### src/sv/ffca_pkg.sv
// ffca_pkg: shared types, codes and arithmetic helpers of the first-fit chunk allocator.
// Used by the chunk cells, the chain, the fit probe and the top level.
package ffca_pkg;

  localparam int AW = 32;   // offset and length width
  localparam int XW = 36;   // headroom for rounded offsets and ends
  localparam int TW = 16;   // chunk tag width
  localparam int KW = 2;    // resource kind width

  localparam logic [KW-1:0] KIND_FREE    = 2'd0;
  localparam logic [KW-1:0] KIND_OPTIMAL = 2'd3;

  localparam logic CMD_ALLOC = 1'b0;
  localparam logic CMD_FREE  = 1'b1;

  localparam logic [1:0] ST_OK       = 2'd0;
  localparam logic [1:0] ST_NOFIT    = 2'd1;
  localparam logic [1:0] ST_FULL     = 2'd2;
  localparam logic [1:0] ST_NOTFOUND = 2'd3;

  localparam logic CFG_BLOCK = 1'b0;
  localparam logic CFG_GRAN  = 1'b1;

  localparam logic [AW-1:0] BLOCK_RESET = 32'd65536;
  localparam logic [AW-1:0] GRAN_RESET  = 32'd1;

  typedef struct packed {
    logic [AW-1:0] start;
    logic [AW-1:0] len;
    logic [KW-1:0] kind;
    logic [TW-1:0] tag;
  } entry_t;

  typedef struct packed {
    logic [AW-1:0] size;
    logic [AW-1:0] align;
    logic [KW-1:0] kind;
    logic [AW-1:0] gran;
  } req_t;

  typedef struct packed {
    logic [XW-1:0] off;
    logic [XW-1:0] endsz;
    logic [XW-1:0] cend;
    logic [AW-1:0] start;
    logic [TW-1:0] tag;
  } hit_t;

  // (x + a - 1) with the bits of (a - 1) cleared; zero alignment acts as one
  function automatic logic [XW-1:0] round_up(input logic [XW-1:0] x, input logic [AW-1:0] a);
    logic [XW-1:0] m;
    m = (a == '0) ? '0 : XW'(a - AW'(1));
    return (x + m) & ~m;
  endfunction

  function automatic logic same_page(input logic [XW-1:0] e, input logic [XW-1:0] s,
                                     input logic [AW-1:0] g);
    logic [XW-1:0] m;
    m = ~((g == '0) ? '0 : XW'(g - AW'(1)));
    return (e & m) >= (s & m);
  endfunction

  function automatic logic kinds_conflict(input logic [KW-1:0] a, input logic [KW-1:0] b);
    if (a == KIND_FREE || b == KIND_FREE) begin
      return 1'b0;
    end
    return (a == KIND_OPTIMAL) != (b == KIND_OPTIMAL);
  endfunction

endpackage

### src/sv/ffca_cell.sv
// ffca_cell: one chunk-table entry that takes its neighbor's entry on every shift unless it is loaded.
// Depends on ffca_pkg.
module ffca_cell import ffca_pkg::*; (
  input  logic   clk,
  input  logic   shift,
  input  logic   load,
  input  entry_t load_d,
  input  entry_t d_in,
  output entry_t q
);

  entry_t q_r;

  always_ff @(posedge clk) begin
    if (load) begin
      q_r <= load_d;
    end else if (shift) begin
      q_r <= d_in;
    end
  end

  assign q = q_r;

endmodule

### src/sv/ffca_chain.sv
// ffca_chain: ring of chunk cells; entries move one cell toward the head per shift.
// Depends on ffca_pkg and ffca_cell.
module ffca_chain import ffca_pkg::*; #(
  parameter int MAX_CHUNKS = 64
) (
  input  logic   clk,
  input  logic   shift,
  input  logic   load,
  input  entry_t load_d,
  input  entry_t tail_d,
  output entry_t head0,
  output entry_t head1,
  output entry_t head2
);

  localparam int L1 = (MAX_CHUNKS > 1) ? 1 : 0;
  localparam int L2 = (MAX_CHUNKS > 2) ? 2 : L1;

  entry_t q [MAX_CHUNKS];

  for (genvar k = 0; k < MAX_CHUNKS; k++) begin : g_cell
    entry_t d_k;
    if (k == MAX_CHUNKS - 1) begin : g_tail
      assign d_k = tail_d;
    end else begin : g_mid
      assign d_k = q[k+1];
    end
    ffca_cell u_cell (
      .clk    (clk),
      .shift  (shift),
      .load   (load && (k == 0)),
      .load_d (load_d),
      .d_in   (d_k),
      .q      (q[k])
    );
  end

  assign head0 = q[0];
  assign head1 = q[L1];
  assign head2 = q[L2];

endmodule

### config.mk
export PLATFORM = sky130hd
export DESIGN_NAME = ffca_chain
export DESIGN_NICKNAME = d
export VERILOG_FILES = /design/src/sv/ffca_pkg.sv /design/src/sv/ffca_cell.sv /design/src/sv/ffca_chain.sv
export SDC_FILE = /design/constraint.sdc
export NUM_CORES = 2
export LEC_CHECK = 0
export BUFFER_PORTS_ARGS = -buffer_cell sky130_fd_sc_hd__buf_2
export CAP_MARGIN = 20
export CORE_MARGIN = 2
export CORE_UTILIZATION = 45
export CTS_CLUSTER_DIAMETER = 100
export DETAILED_ROUTE_END_ITERATION = 10
export PLACE_DENSITY = 0.6
export RECOVER_POWER = 100
export SLEW_MARGIN = 20
export SYNTH_ARGS = -nofsm -noshare
export SYNTH_HDL_FRONTEND = slang
export SYNTH_SLANG_ARGS = --single-unit
### constraint.sdc
create_clock -name clk -period 2.7 [get_ports clk]
set_input_delay 0.27 -clock clk [delete_from_list [all_inputs] [get_ports clk]]
set_output_delay 0.27 -clock clk [all_outputs]
set_load 0.02 [all_outputs]
==> results.cfg <==
[timing]
slew_viol_final = 798
hold_viol = 0
setup_slack_ps = 476
period_share_pct = 82.4
fin_tns_setup_ps = 0
max_freq_ghz = 0.450
worst_pin_slew_ps = 1830
rsz0062_at_grt = no
skew_ps = 19.0
maxSlewHeadroom_pct = -21.9
min_period_ps = 2220
setup_viol = 0

[worst_hold_path]
whs_path_depth = 3
worstHoldPathType = in -> reg

[setup_path]
ff2ff_path_depth = 2
reg2reg_from = g_cell[1].u_cell.q[67]
arrival_ps = 2860
timing.reg2reg.setup_slack_ps = 1170
critPathKind = in -> reg
r2r-end = g_cell[0].u_cell.q[67]
critPathCaptureType = register
crit_end = g_cell[39].u_cell.q[26]
worstSetupStartpoint = shift
start_kind = input pin
cp_max_fo = 51
cp.required_ps = 3340

[clock_network]
cts_root_buf = clkbuf_16
h-tree-depth = 6
cts_sinks = 5248
post_cts_buffers = 0
holdBufCountCts = 279
post_cts_resize_count = 0
tritoncts = yes
clk_latency_ps = 970
cts_buffers = 533
clk_pin_slew_worst_paths_ps = 60
clockBufferDepth = 4

[synth]
postSynthAreaPerCell_um2 = 29.8
synth_top_area_share_pct = 99.2
ys_ff_latch = 5248
synth.largest_area_cell = edfxtp_1
synth_commonest_cells = edfxtp_1, mux2_4, mux2_2
syn_nets = 5507
syn_area_um2 = 159000
netlist_instances = 5340
synth_edf_count = 5248
synthFlopType = edfxtp_1
yosys_warnings = 0
synth_cell_types = 6
synth_area_leaders = edfxtp_1, mux2_4, mux2_2
synth-seq-area-share_pct = 99.2
yosysMostFrequentCell = edfxtp_1
ys_async_sr_fraction_pct = 0

[grt]
global_route.overflow_total = 0
antenna_found_initial = 2
grt_max_degree = 217
grt_pass1_wl_mm = 267
grt.total_usage_pct = 8.95
first_global_vias = 53100

[placement]
dp.final_hpwl_mm = 75.2
pre_cts_slack_ps = 678
port_buffers = 412
gp_congestion = 0.724
postPlaceCellArea_um2 = 169000

[route]
remaining_drc_errors = 0
postRouteWirelength_mm = 166
dr.pass1.iters = 5
routedWlPerCell_um = 14.0
viasPerCell = 4.42
drtIter0Drc = 4037
vias = 52300
drtAntennaViolNets = 0

[pwr]
leakagePower_nw = 62.5
pwr_density_cell_nw_per_um2 = 894
irDropWorstVdd_v = 0.000699
finalPower_w = 0.167

[layout]
final_util_pct = 53.0
final_area_um2 = 187000
num-nets-final = 6871
syn2layout_area_growth_pct = 17.5
drive_gt1_share_pct = 14.0
largest_reg_flops = 5248

[die]
rows = 218
fp.coreArea_um2 = 352000
die_w_um = 598
dieArea_um2 = 358000
start_util_pct = 45.1
die_h_um = 598
io-pin-count = 413

[status]
outcome = complete, but fails checks
violations = capacitance limit, slew limit

[run]
max_cap_viol_count = 8
## power breakdown
part	total (W)	leakage, nW	switching, W	internal [W]
clock	0.0682	8.03	0.0286	0.0397
combinational	0.00270	3.08	0.00203	0.000675
sequential	0.0961	51.4	0.00107	0.0950
total	0.167	62.5	0.0317	0.135
## through the flow
stage | instances | hold WS (ps)
finish | 11800 | 83.8
floorplan | 5340 | 369
global placement | 10600 | 400
CTS | 11800 | 2.23
global route | 11800 | 32.1
detailed placement | 10600 | 405
## cell usage in the layout, fill, tap and decap left out, types with 13 or more instances in the layout
| master | n |
|---|---|
| mux2_2 | 13 |
| clkinv_1 | 108 |
| clkinvlp_4 | 16 |
| dlygate4sd3_1 | 279 |
| mux2_1 | 69 |
| buf_2 | 161 |
| bufinv_16 | 23 |
| clkbuf_4 | 17 |
| clkbuf_1 | 408 |
| buf_4 | 22 |
| inv_6 | 23 |
| clkbuf_16 | 552 |
| buf_12 | 32 |
| clkbuf_2 | 21 |
| clkinv_2 | 86 |
| edfxtp_1 | 5248 |
## logic make-up (layout without fill, tap and decap cells)
logic type | after synthesis | count (layout) | synth area share [%]
buf+inv | 9 | 1773 | 0.0599
simple gates | 1 | 1 | 0.00394
flops | 5248 | 5248 | 99.2
mux | 82 | 82 | 0.744
other cells | 0 | 2 | 0
## cell type report
class | instances | area (um2)
fill | 26700 | 165000
sequential | 5248 | 158000
clock buffer | 657 | 14200
tap | 4730 | 5920
timing repair buffer | 838 | 5810
clock inverter | 278 | 2230
multi-input combinational | 83 | 930
antenna | 2 | 5.00
## per-layer routing
layer  vias up  track usage (%)  part of all wire, %
met5         -                0                    0
met4         0             4.08                  3.6
met3       450             2.57                  5.7
met2      1029             13.6                   46
met1     26100             12.0                   45
li1      24800                -                    -
## how the worst min path moves through the flow
stage | from | endpoint | slack (ps)
after CTS | load | g_cell[0].u_cell.q[7] | 2
after global placement | g_cell[18].u_cell.q[39] | g_cell[17].u_cell.q[39] | 400
after floorplan | tail_d[0] | g_cell[63].u_cell.q[0] | 370
after global routing | load | g_cell[0].u_cell.q[7] | 30
final | load | g_cell[0].u_cell.q[79] | 80
after detailed placement | g_cell[11].u_cell.q[2] | g_cell[10].u_cell.q[2] | 400
## critical path, stage by stage
cell and delay [ps]:
dlygate4sd3_1 590, buf_12 280, buf_12 210, clkbuf_2 960, buf_12 350
Note: power is estimated with default switching activity, not from simulation.
