===== src/sv/ffca_pkg.sv =====
// ffca_pkg: shared types, codes and arithmetic helpers of the first-fit chunk allocator.
// Used by the chunk cells, the chain, the fit probe and the top level.
package ffca_pkg;

  localparam int AW = 32;   // offset and length width
  localparam int XW = 36;   // headroom for rounded offsets and ends
  localparam int TW = 16;   // chunk tag width
  localparam int KW = 2;    // resource kind width

  localparam logic [KW-1:0] KIND_FREE    = 2'd0;
  localparam logic [KW-1:0] KIND_OPTIMAL = 2'd3;

  localparam logic CMD_ALLOC = 1'b0;
  localparam logic CMD_FREE  = 1'b1;

  localparam logic [1:0] ST_OK       = 2'd0;
  localparam logic [1:0] ST_NOFIT    = 2'd1;
  localparam logic [1:0] ST_FULL     = 2'd2;
  localparam logic [1:0] ST_NOTFOUND = 2'd3;

  localparam logic CFG_BLOCK = 1'b0;
  localparam logic CFG_GRAN  = 1'b1;

  localparam logic [AW-1:0] BLOCK_RESET = 32'd65536;
  localparam logic [AW-1:0] GRAN_RESET  = 32'd1;

  typedef struct packed {
    logic [AW-1:0] start;
    logic [AW-1:0] len;
    logic [KW-1:0] kind;
    logic [TW-1:0] tag;
  } entry_t;

  typedef struct packed {
    logic [AW-1:0] size;
    logic [AW-1:0] align;
    logic [KW-1:0] kind;
    logic [AW-1:0] gran;
  } req_t;

  typedef struct packed {
    logic [XW-1:0] off;
    logic [XW-1:0] endsz;
    logic [XW-1:0] cend;
    logic [AW-1:0] start;
    logic [TW-1:0] tag;
  } hit_t;

  // (x + a - 1) with the bits of (a - 1) cleared; zero alignment acts as one
  function automatic logic [XW-1:0] round_up(input logic [XW-1:0] x, input logic [AW-1:0] a);
    logic [XW-1:0] m;
    m = (a == '0) ? '0 : XW'(a - AW'(1));
    return (x + m) & ~m;
  endfunction

  function automatic logic same_page(input logic [XW-1:0] e, input logic [XW-1:0] s,
                                     input logic [AW-1:0] g);
    logic [XW-1:0] m;
    m = ~((g == '0) ? '0 : XW'(g - AW'(1)));
    return (e & m) >= (s & m);
  endfunction

  function automatic logic kinds_conflict(input logic [KW-1:0] a, input logic [KW-1:0] b);
    if (a == KIND_FREE || b == KIND_FREE) begin
      return 1'b0;
    end
    return (a == KIND_OPTIMAL) != (b == KIND_OPTIMAL);
  endfunction

endpackage


===== src/sv/ffca_probe.sv =====
// ffca_probe: pipelined first-fit test of the entries streaming past the chain head.
// Depends on ffca_pkg. Four stages: align, page push, end, fit and capture.
module ffca_probe import ffca_pkg::*; (
  input  logic   clk,
  input  logic   rst_n,
  input  logic   clr,
  input  logic   scan,
  input  logic   has_prev,
  input  logic   has_next,
  input  entry_t cur,
  input  entry_t prev,
  input  entry_t next,
  input  req_t   req,
  output logic   found,
  output hit_t   hit
);

  logic          v1_r, v2_r, v3_r, found_r;
  logic [XW-1:0] off1_r, pend1_r, cend1_r, off2_r, cend2_r, off3_r, endsz3_r, cend3_r;
  logic          cp1_r, cn1_r, cn2_r, cn3_r;
  logic [AW-1:0] nst1_r, nst2_r, nst3_r, st1_r, st2_r, st3_r;
  logic [TW-1:0] tag1_r, tag2_r, tag3_r;
  hit_t          hit_r;

  logic elig, fit, sp, take;

  assign elig = scan && (cur.kind == KIND_FREE) && (cur.len >= req.size);
  assign fit  = endsz3_r <= cend3_r;
  assign sp   = same_page(endsz3_r - XW'(1), XW'(nst3_r), req.gran);
  assign take = v3_r && fit && !(cn3_r && sp) && !found_r;

  always_ff @(posedge clk) begin
    if (!rst_n || clr) begin
      v1_r    <= 1'b0;
      v2_r    <= 1'b0;
      v3_r    <= 1'b0;
      found_r <= 1'b0;
    end else begin
      v1_r <= elig;
      v2_r <= v1_r;
      v3_r <= v2_r;
      if (take) begin
        found_r <= 1'b1;
      end
    end
  end

  always_ff @(posedge clk) begin
    off1_r  <= round_up(XW'(cur.start), req.align);
    pend1_r <= XW'(prev.start) + XW'(prev.len) - XW'(1);
    cp1_r   <= has_prev && kinds_conflict(prev.kind, req.kind);
    cn1_r   <= has_next && kinds_conflict(req.kind, next.kind);
    nst1_r  <= next.start;
    cend1_r <= XW'(cur.start) + XW'(cur.len);
    st1_r   <= cur.start;
    tag1_r  <= cur.tag;

    // push to a page boundary when the previous conflicting chunk ends in the same page
    off2_r  <= (cp1_r && same_page(pend1_r, off1_r, req.gran)) ?
               round_up(off1_r, req.gran) : off1_r;
    cn2_r   <= cn1_r;
    nst2_r  <= nst1_r;
    cend2_r <= cend1_r;
    st2_r   <= st1_r;
    tag2_r  <= tag1_r;

    off3_r   <= off2_r;
    endsz3_r <= off2_r + XW'(req.size);
    cn3_r    <= cn2_r;
    nst3_r   <= nst2_r;
    cend3_r  <= cend2_r;
    st3_r    <= st2_r;
    tag3_r   <= tag2_r;

    if (take) begin
      hit_r.off   <= off3_r;
      hit_r.endsz <= endsz3_r;
      hit_r.cend  <= cend3_r;
      hit_r.start <= st3_r;
      hit_r.tag   <= tag3_r;
    end
  end

  assign found = found_r;
  assign hit   = hit_r;

endmodule


===== config.mk =====
export PLATFORM = sky130hd
export DESIGN_NAME = ffca_probe
export DESIGN_NICKNAME = d
export VERILOG_FILES = /design/src/sv/ffca_pkg.sv /design/src/sv/ffca_probe.sv
export SDC_FILE = /design/constraint.sdc
export NUM_CORES = 1
export LEC_CHECK = 0
export BUFFER_PORTS_ARGS = -buffer_cell sky130_fd_sc_hd__buf_2
export CAP_MARGIN = 10
export CORE_ASPECT_RATIO = 1.25
export CORE_UTILIZATION = 51
export DETAILED_ROUTE_END_ITERATION = 10
export PLACE_DENSITY = 0.76
export SKIP_CTS_REPAIR_TIMING = 1
export SLEW_MARGIN = 20
export SYNTH_ARGS = -nofsm -noshare
export SYNTH_HDL_FRONTEND = slang
export SYNTH_SLANG_ARGS = --single-unit

===== constraint.sdc =====
create_clock -name clk -period 20 [get_ports clk]
set_input_delay 3 -clock clk [delete_from_list [all_inputs] [get_ports clk]]
set_output_delay 3 -clock clk [all_outputs]
set_load 0.05 [all_outputs]

==> results of run 1 <==
==> report_power, final <==
part,internal (mW),switching [mW]
logic,0.354,0.442
registers,1.57,0.143
clock network,0.803,0.531
total,2.73,1.12
==> area by class of cell <==
cell class	instances	area, µm²
inverter	357	1340
clock inverter	34	452
sequential	678	15100
fill	4998	23300
clock buffer	88	1920
tap	765	957
antenna	21	52.6
multi-input combinational	2016	14600
timing repair buffer	445	2250
==> state kept, by name (all words and copies together) (netlist names), 16 cells and up <==
signal,cells
endsz3_r,36
cend2_r,33
pend1_r,34
nst3_r,32
off1_r,36
tag3_r,16
off2_r,36
st1_r,32
hit,153
st3_r,32
tag1_r,16
nst2_r,32
cend3_r,33
off3_r,36
st2_r,32
nst1_r,32
tag2_r,16
cend1_r,33
==> cell usage in the layout, fill, tap and decap left out, drive strengths merged, types with 33 or more instances in the layout <==
cell type  instances
nand3             37
xnor2            141
ha               363
nand2            182
nor3              52
nand4             35
a21o              80
dfxtp            525
edfxtp           153
o31ai             47
inv              364
nor4              33
a21oi            182
nor2             256
xor2              63
nor2b             58
clkbuf            88
buf              445
o21ai            115
==> cell families (layout without fill, tap and decap cells) <==
| kind of cell | after synthesis | after routing |
|---|---|---|
| simple gates | 795 | 795 |
| flops | 678 | 678 |
| compound gates | 625 | 625 |
| buf+inv | 386 | 924 |
| fa+ha+maj | 368 | 368 |
| xor+xnor | 204 | 204 |
| mux | 11 | 11 |
| other cells | 2 | 34 |
==> per-stage QoR <==
stage | hold slack (ns) | cell area (µm²) | instances | total power [mW]
6_report | 0.322 | 36600 | 4404 | 3.85
5_1_grt | 0.322 | 36600 | 4403 | 4.05
4_1_cts | 0.320 | 36600 | 4382 | 3.87
3_5_place_dp | 0.312 | 34200 | 4260 | 2.53
3_3_place_gp | 0.310 | 34200 | 4260 | 2.51
2_1_floorplan | 0.310 | 31100 | 3080 | 2.25
==> worst max-delay path by stage <==
stage / cells after the start / slack, ns / endpoint / from
detailed placement: 20 / 9.21 / hit[8] / req[0]
floorplan: 19 / 1.16 / hit[0] / req[0]
global placement: 20 / 9.26 / hit[8] / req[0]
CTS: 20 / 9.79 / hit[0] / req[0]
finish: 20 / 10.26 / hit[97] / req[0]
global route: 20 / 10.01 / hit[18] / req[0]
==> worst max-delay path: stages <==
cell and delay [ns]:
buf_2 0.16, inv_1 0.07, ha_1 0.17, or3b_1 0.41, or4_1 0.73, nor4_4 0.74
buf_4 0.39, nor2_1 0.20, inv_1 0.16, nand2_1 0.08, ha_1 0.28, a21o_1 0.16
a211oi_1 0.33, o31ai_1 0.18, a221oi_1 0.31, o21ai_0 0.21, o211ai_1 0.47, nand4_1 0.32
a211oi_4 0.68, buf_4 0.79
==> routing by layer <==
layer  up-vias  routed length (µm)  global-route usage
li1      11687                   -                   -
met1     10557               33700               0.302
met2       625               37800               0.429
met3       159                3780              0.0395
met4        10                2840               0.116
met5         -                  59                   0
==> results.json, run 1 <==
{
  "grt_pass1_vias": 22480,
  "r2r_cells": 19,
  "ir_drop_v": 0.0000589,
  "synthArstFlopShare": 0,
  "port_buffers": 439,
  "design.core.area_mm2": 0.0599,
  "hp-class": "reg -> reg",
  "netlist.area_leader.share": 0.338,
  "status": "complete, no violations",
  "cts_sinks": 678,
  "synth_top_family_by_area": "adder cells",
  "synth_largest_area_cell": "dfxtp_1",
  "p_leak_nw": 16.8,
  "cts.clk_slew.worst_paths_ns": 0.06,
  "drive_gt1_frac": 0.163,
  "rr_endpoint": "hit[97]",
  "max_freq_mhz": 103,
  "period_minus_slack_ns": 9.74,
  "grt_max_degree": 74,
  "grt_overflow": 0,
  "finalSetupViolations": 0,
  "synth_fa_ha_area_frac": 0.149,
  "synth_compound_area_frac": 0.131,
  "synth_common_cells": "dfxtp_1 (525), ha_1 (363), inv_1 (355), nor2_1 (253), nand2_1 (182)",
  "initial_core_util": 0.518,
  "p_per_area_mw_per_mm2": 105,
  "maxCapViolCount": 0,
  "std_cell_rows": 100,
  "ys_ff_latch": 678,
  "dr.pass1.iters": 5,
  "final_nets": 4284,
  "dpl_worst_slack_ns": 9.21,
  "arrival_ns": 9.94,
  "timing.setup.tns_ns": 0,
  "fin_ws_ns": 10.26,
  "post-route-period-util": 0.487,
  "root_buffer": "clkbuf_16",
  "drcViolationCount": 0,
  "cts_buffers": 68,
  "yosys_most_used_dff": "dfxtp_1",
  "slew_headroom": 0.408,
  "critPathRequiredTime_ns": 20.21,
  "holdPathStages": 0,
  "dr_total_vias": 23038,
  "hold_viol_final": 0,
  "cts_tree": "yes",
  "grt_pass1_wl_mm": 119,
  "rsz0062_at_grt": "false",
  "synth-edff-count": 153,
  "endpoint_kind": "flop",
  "synth_xor_area_frac": 0.0575,
  "synth_simple_gate_area_frac": 0.125,
  "tightest_slew_ns": 0.887,
  "fp.dieW_um": 223,
  "ant_nets": 0,
  "path_class": "in -> reg",
  "synth_mux_area_frac": 0.00375,
  "cts_buffer_depth": 3,
  "rrSetupSlack_ns": 13.13,
  "dr.first_iter.drc_count": 1163,
  "wire_per_inst_um": 17.7,
  "pin_count": 507,
  "synth_cells": 3069,
  "start_kind": "primary input",
  "skew_ns": 0.0215,
  "synth_area_mm2": 0.0311,
  "yosys_warnings": 0,
  "antenna_found_initial": 27,
  "avgSynthCellArea_um2": 10.1,
  "synth_cell_types": 77,
  "die_y_um": 278,
  "hpwl_mm": 62.6,
  "rr_startpoint": "endsz3_r[0]",
  "synth_area_leaders": "dfxtp_1 (34%), edfxtp_1 (15%), ha_1 (15%), inv_1 (4.3%), xnor2_1 (4.0%)",
  "grtUsageTotal": 0.248,
  "hold_path_end": "cn2_r",
  "final_max_slew_viol_count": 0,
  "clk_latency_ns": 0.60,
  "yosysSeqAreaShare": 0.486,
  "utilization": 0.611,
  "hp-start": "cn1_r",
  "dieArea_mm2": 0.0619,
  "drt_wl_total_mm": 78.2,
  "place_congestion": 0.958,
  "area_growth_pct": 17.9,
  "synth.most_common_cell": "dfxtp_1",
  "h-tree-depth": 3,
  "cp_max_fo": 71,
  "viasPerCell": 5.23
}
Power figures use the tool's default switching activity.
==> run 2: changes to the inputs <==
ABC_AREA = 1   (was unset)
CORE_UTILIZATION = 58   (was 51)
PLACE_DENSITY = 0.81   (was 0.76)
clock period = 9.8 ns   (was 20 ns; I/O delays follow)
==> results.json, run 2 <==
{
  "synthArstFlopShare": 0,
  "rr_endpoint": "hit[19]",
  "synth_area_mm2": 0.0334,
  "synth_area_leaders": "dfxtp_1 (31%), edfxtp_1 (14%), ha_1 (14%), inv_1 (7.4%), nand2_1 (7.0%)",
  "arrival_ns": 6.64,
  "rrSetupSlack_ns": 3.43,
  "initial_core_util": 0.592,
  "layout_commonest_cell": "inv_1",
  "grt_pass1_vias": 28141,
  "slew_headroom": 0.269,
  "p_leak_nw": 18.9,
  "p_int_mw": 5.25,
  "grtUsageTotal": 0.357,
  "fp.dieW_um": 217,
  "cts_tree": "yes",
  "synth-edff-count": 153,
  "layout.cells.non_filler": 5221,
  "ant_nets": 0,
  "dr.first_iter.drc_count": 1970,
  "synth_largest_area_cell": "dfxtp_1",
  "die_y_um": 270,
  "design.core.area_mm2": 0.0564,
  "cts_buffers": 61,
  "swShare": 0.329,
  "area_growth_pct": 15.7,
  "timing.setup.tns_ns": 0,
  "synth.most_common_cell": "inv_1",
  "largest_reg_flops": 153,
  "wire_per_inst_um": 20.2,
  "cts_sinks": 678,
  "final_nets": 5140,
  "place_congestion": 1.02,
  "p_per_area_mw_per_mm2": 203,
  "yosys_most_used_dff": "dfxtp_1",
  "hp-class": "reg -> reg",
  "synth_common_cells": "inv_1 (659), nand2_1 (625), dfxtp_1 (525), nor2_1 (416), ha_1 (363)",
  "rr_startpoint": "endsz3_r[14]",
  "pin_count": 507,
  "grt_pass1_wl_mm": 157,
  "grt_max_degree": 124,
  "final_max_slew_viol_count": 0,
  "std_cell_rows": 97,
  "layout_common_cells": "inv_1 (659), nand2_1 (625), dfxtp_1 (525), buf_2 (439), nor2_1 (415)",
  "path_class": "reg -> reg",
  "start_kind": "flop",
  "finalSetupViolations": 0,
  "tightest_slew_ns": 1.09,
  "ys_ff_latch": 678,
  "clk_latency_ns": 0.64,
  "status": "complete, no violations",
  "drive_gt1_frac": 0.146,
  "yosys_warnings": 0,
  "dp.cells": 5101,
  "netlist.area_leader.share": 0.315,
  "hpwl_mm": 87.6,
  "drcViolationCount": 0,
  "max_freq_mhz": 157,
  "critPathCapture": "hit[19]",
  "hold_viol_final": 0,
  "p_comb_frac": 0.237,
  "p_seq_frac": 0.447,
  "maxCapViolCount": 0,
  "synth_cells": 3921,
  "cp_max_fo": 123,
  "ir_drop_v": 0.000185,
  "dieArea_mm2": 0.0585,
  "rsz0062_at_grt": "false",
  "r2r_cells": 23,
  "post-route-period-util": 0.650,
  "clkPwrFrac": 0.316,
  "antenna_found_initial": 5,
  "port_buffers": 439,
  "critPathRequiredTime_ns": 10.07,
  "endpoint_kind": "flop",
  "h-tree-depth": 2,
  "period_minus_slack_ns": 6.37,
  "switchingPower_mw": 2.58,
  "hold_slack_ns": 0.319,
  "cts_buffer_depth": 3,
  "startpoint": "endsz3_r[14]",
  "avgSynthCellArea_um2": 8.51,
  "drt_wl_total_mm": 105,
  "root_buffer": "clkbuf_16",
  "dr.pass1.iters": 6,
  "skew_ns": 0.0185,
  "dr_total_vias": 28219,
  "synth_cell_types": 61,
  "grt_overflow": 0,
  "yosysSeqAreaShare": 0.452,
  "viasPerCell": 5.40,
  "cts.clk_slew.worst_paths_ns": 0.07
}
==> run 2: cell count changes after synthesis, sizes merged, moves of 29 or more <==
cell / before / now
inv: 357 / 684
o31ai: 47 / 9
nand4: 35 / 64
xnor2: 141 / 52
a21o: 80 / 23
a21oi: 182 / 284
nor2: 256 / 438
nand3: 37 / 152
nand2b: 31 / 0
xor2: 63 / 108
o21ai: 115 / 166
nor2b: 58 / 0
nand2: 182 / 641
==> run 2: power groups by stage <==
stage,clock (mW),sequential [mW],combinational [mW]
after global placement,0,3.53,1.76
after global routing,2.61,3.52,2.07
after CTS,2.49,3.48,1.83
after floorplan,0,3.39,1.26
after detailed placement,0,3.54,1.80
final,2.48,3.50,1.86
==> run 2: layout make-up <==
type	instances	area, µm²
antenna	4	10.0
clock buffer	76	1660
clock inverter	40	457
fill	4560	17800
inverter	685	2570
multi-input combinational	2555	15700
sequential	678	15100
tap	742	928
timing repair buffer	441	2220
==> run 2: how the worst min path moves through the flow <==
stage	startpoint	to	slack, ns	cells after the start
floorplan	cend1_r[0]	cend2_r[0]	0.31	0
global placement	cend1_r[22]	cend2_r[22]	0.31	0
detailed placement	cend1_r[26]	cend2_r[26]	0.31	0
CTS	nst2_r[28]	nst3_r[28]	0.32	0
global route	tag1_r[10]	tag2_r[10]	0.33	0
finish	tag1_r[10]	tag2_r[10]	0.32	0
==> run 2: per-layer routing <==
layer	wire (µm)	up-vias	track usage	part of all wire
met4	6900	2	0.212	0.065
li1	-	13817	-	-
met1	40000	12992	0.400	0.38
met2	51800	1102	0.639	0.49
met5	11	-	0	0.00010
met3	6610	306	0.0511	0.063
==> run 2: cell families after synthesis <==
kind of cell,count (synthesis),share of synthesized area
other cells,2,0.000225
buf+inv,699,0.0796
compound gates,603,0.103
simple gates,1411,0.184
flops,678,0.452
fa+ha+maj,368,0.139
xor+xnor,160,0.0420
==> run 2: critical path, cell delays in order, from the launching register on <==
cell and delay, ns:
dfxtp_1 0.44, nor2_1 0.14, nand3_1 0.11, nor2_1 0.42
nand3_1 0.47, inv_2 0.16, nand2_1 0.13, inv_2 0.12
nand3_1 0.15, nor3_1 0.27, xor2_1 0.34, nand2_1 0.09
inv_1 0.06, ha_1 0.25, a21oi_1 0.17, o21ai_0 0.18
a31oi_1 0.40, nand3_1 0.13, nor2_1 0.11, nand3_1 0.07
nand2_1 0.17, nand2_1 0.14, nor2_4 0.71, buf_12 0.51
==> run 2: through the flow <==
stage	instance area (µm²)	power, mW	setup WS [ns]	utilization
2_1_floorplan	33400	4.64	1.59	-
3_3_place_gp	36500	5.29	2.99	0.647
3_5_place_dp	36500	5.34	2.94	0.647
4_1_cts	38600	7.81	3.59	0.684
5_1_grt	38600	8.19	3.20	0.684
6_report	38600	7.83	3.43	0.684
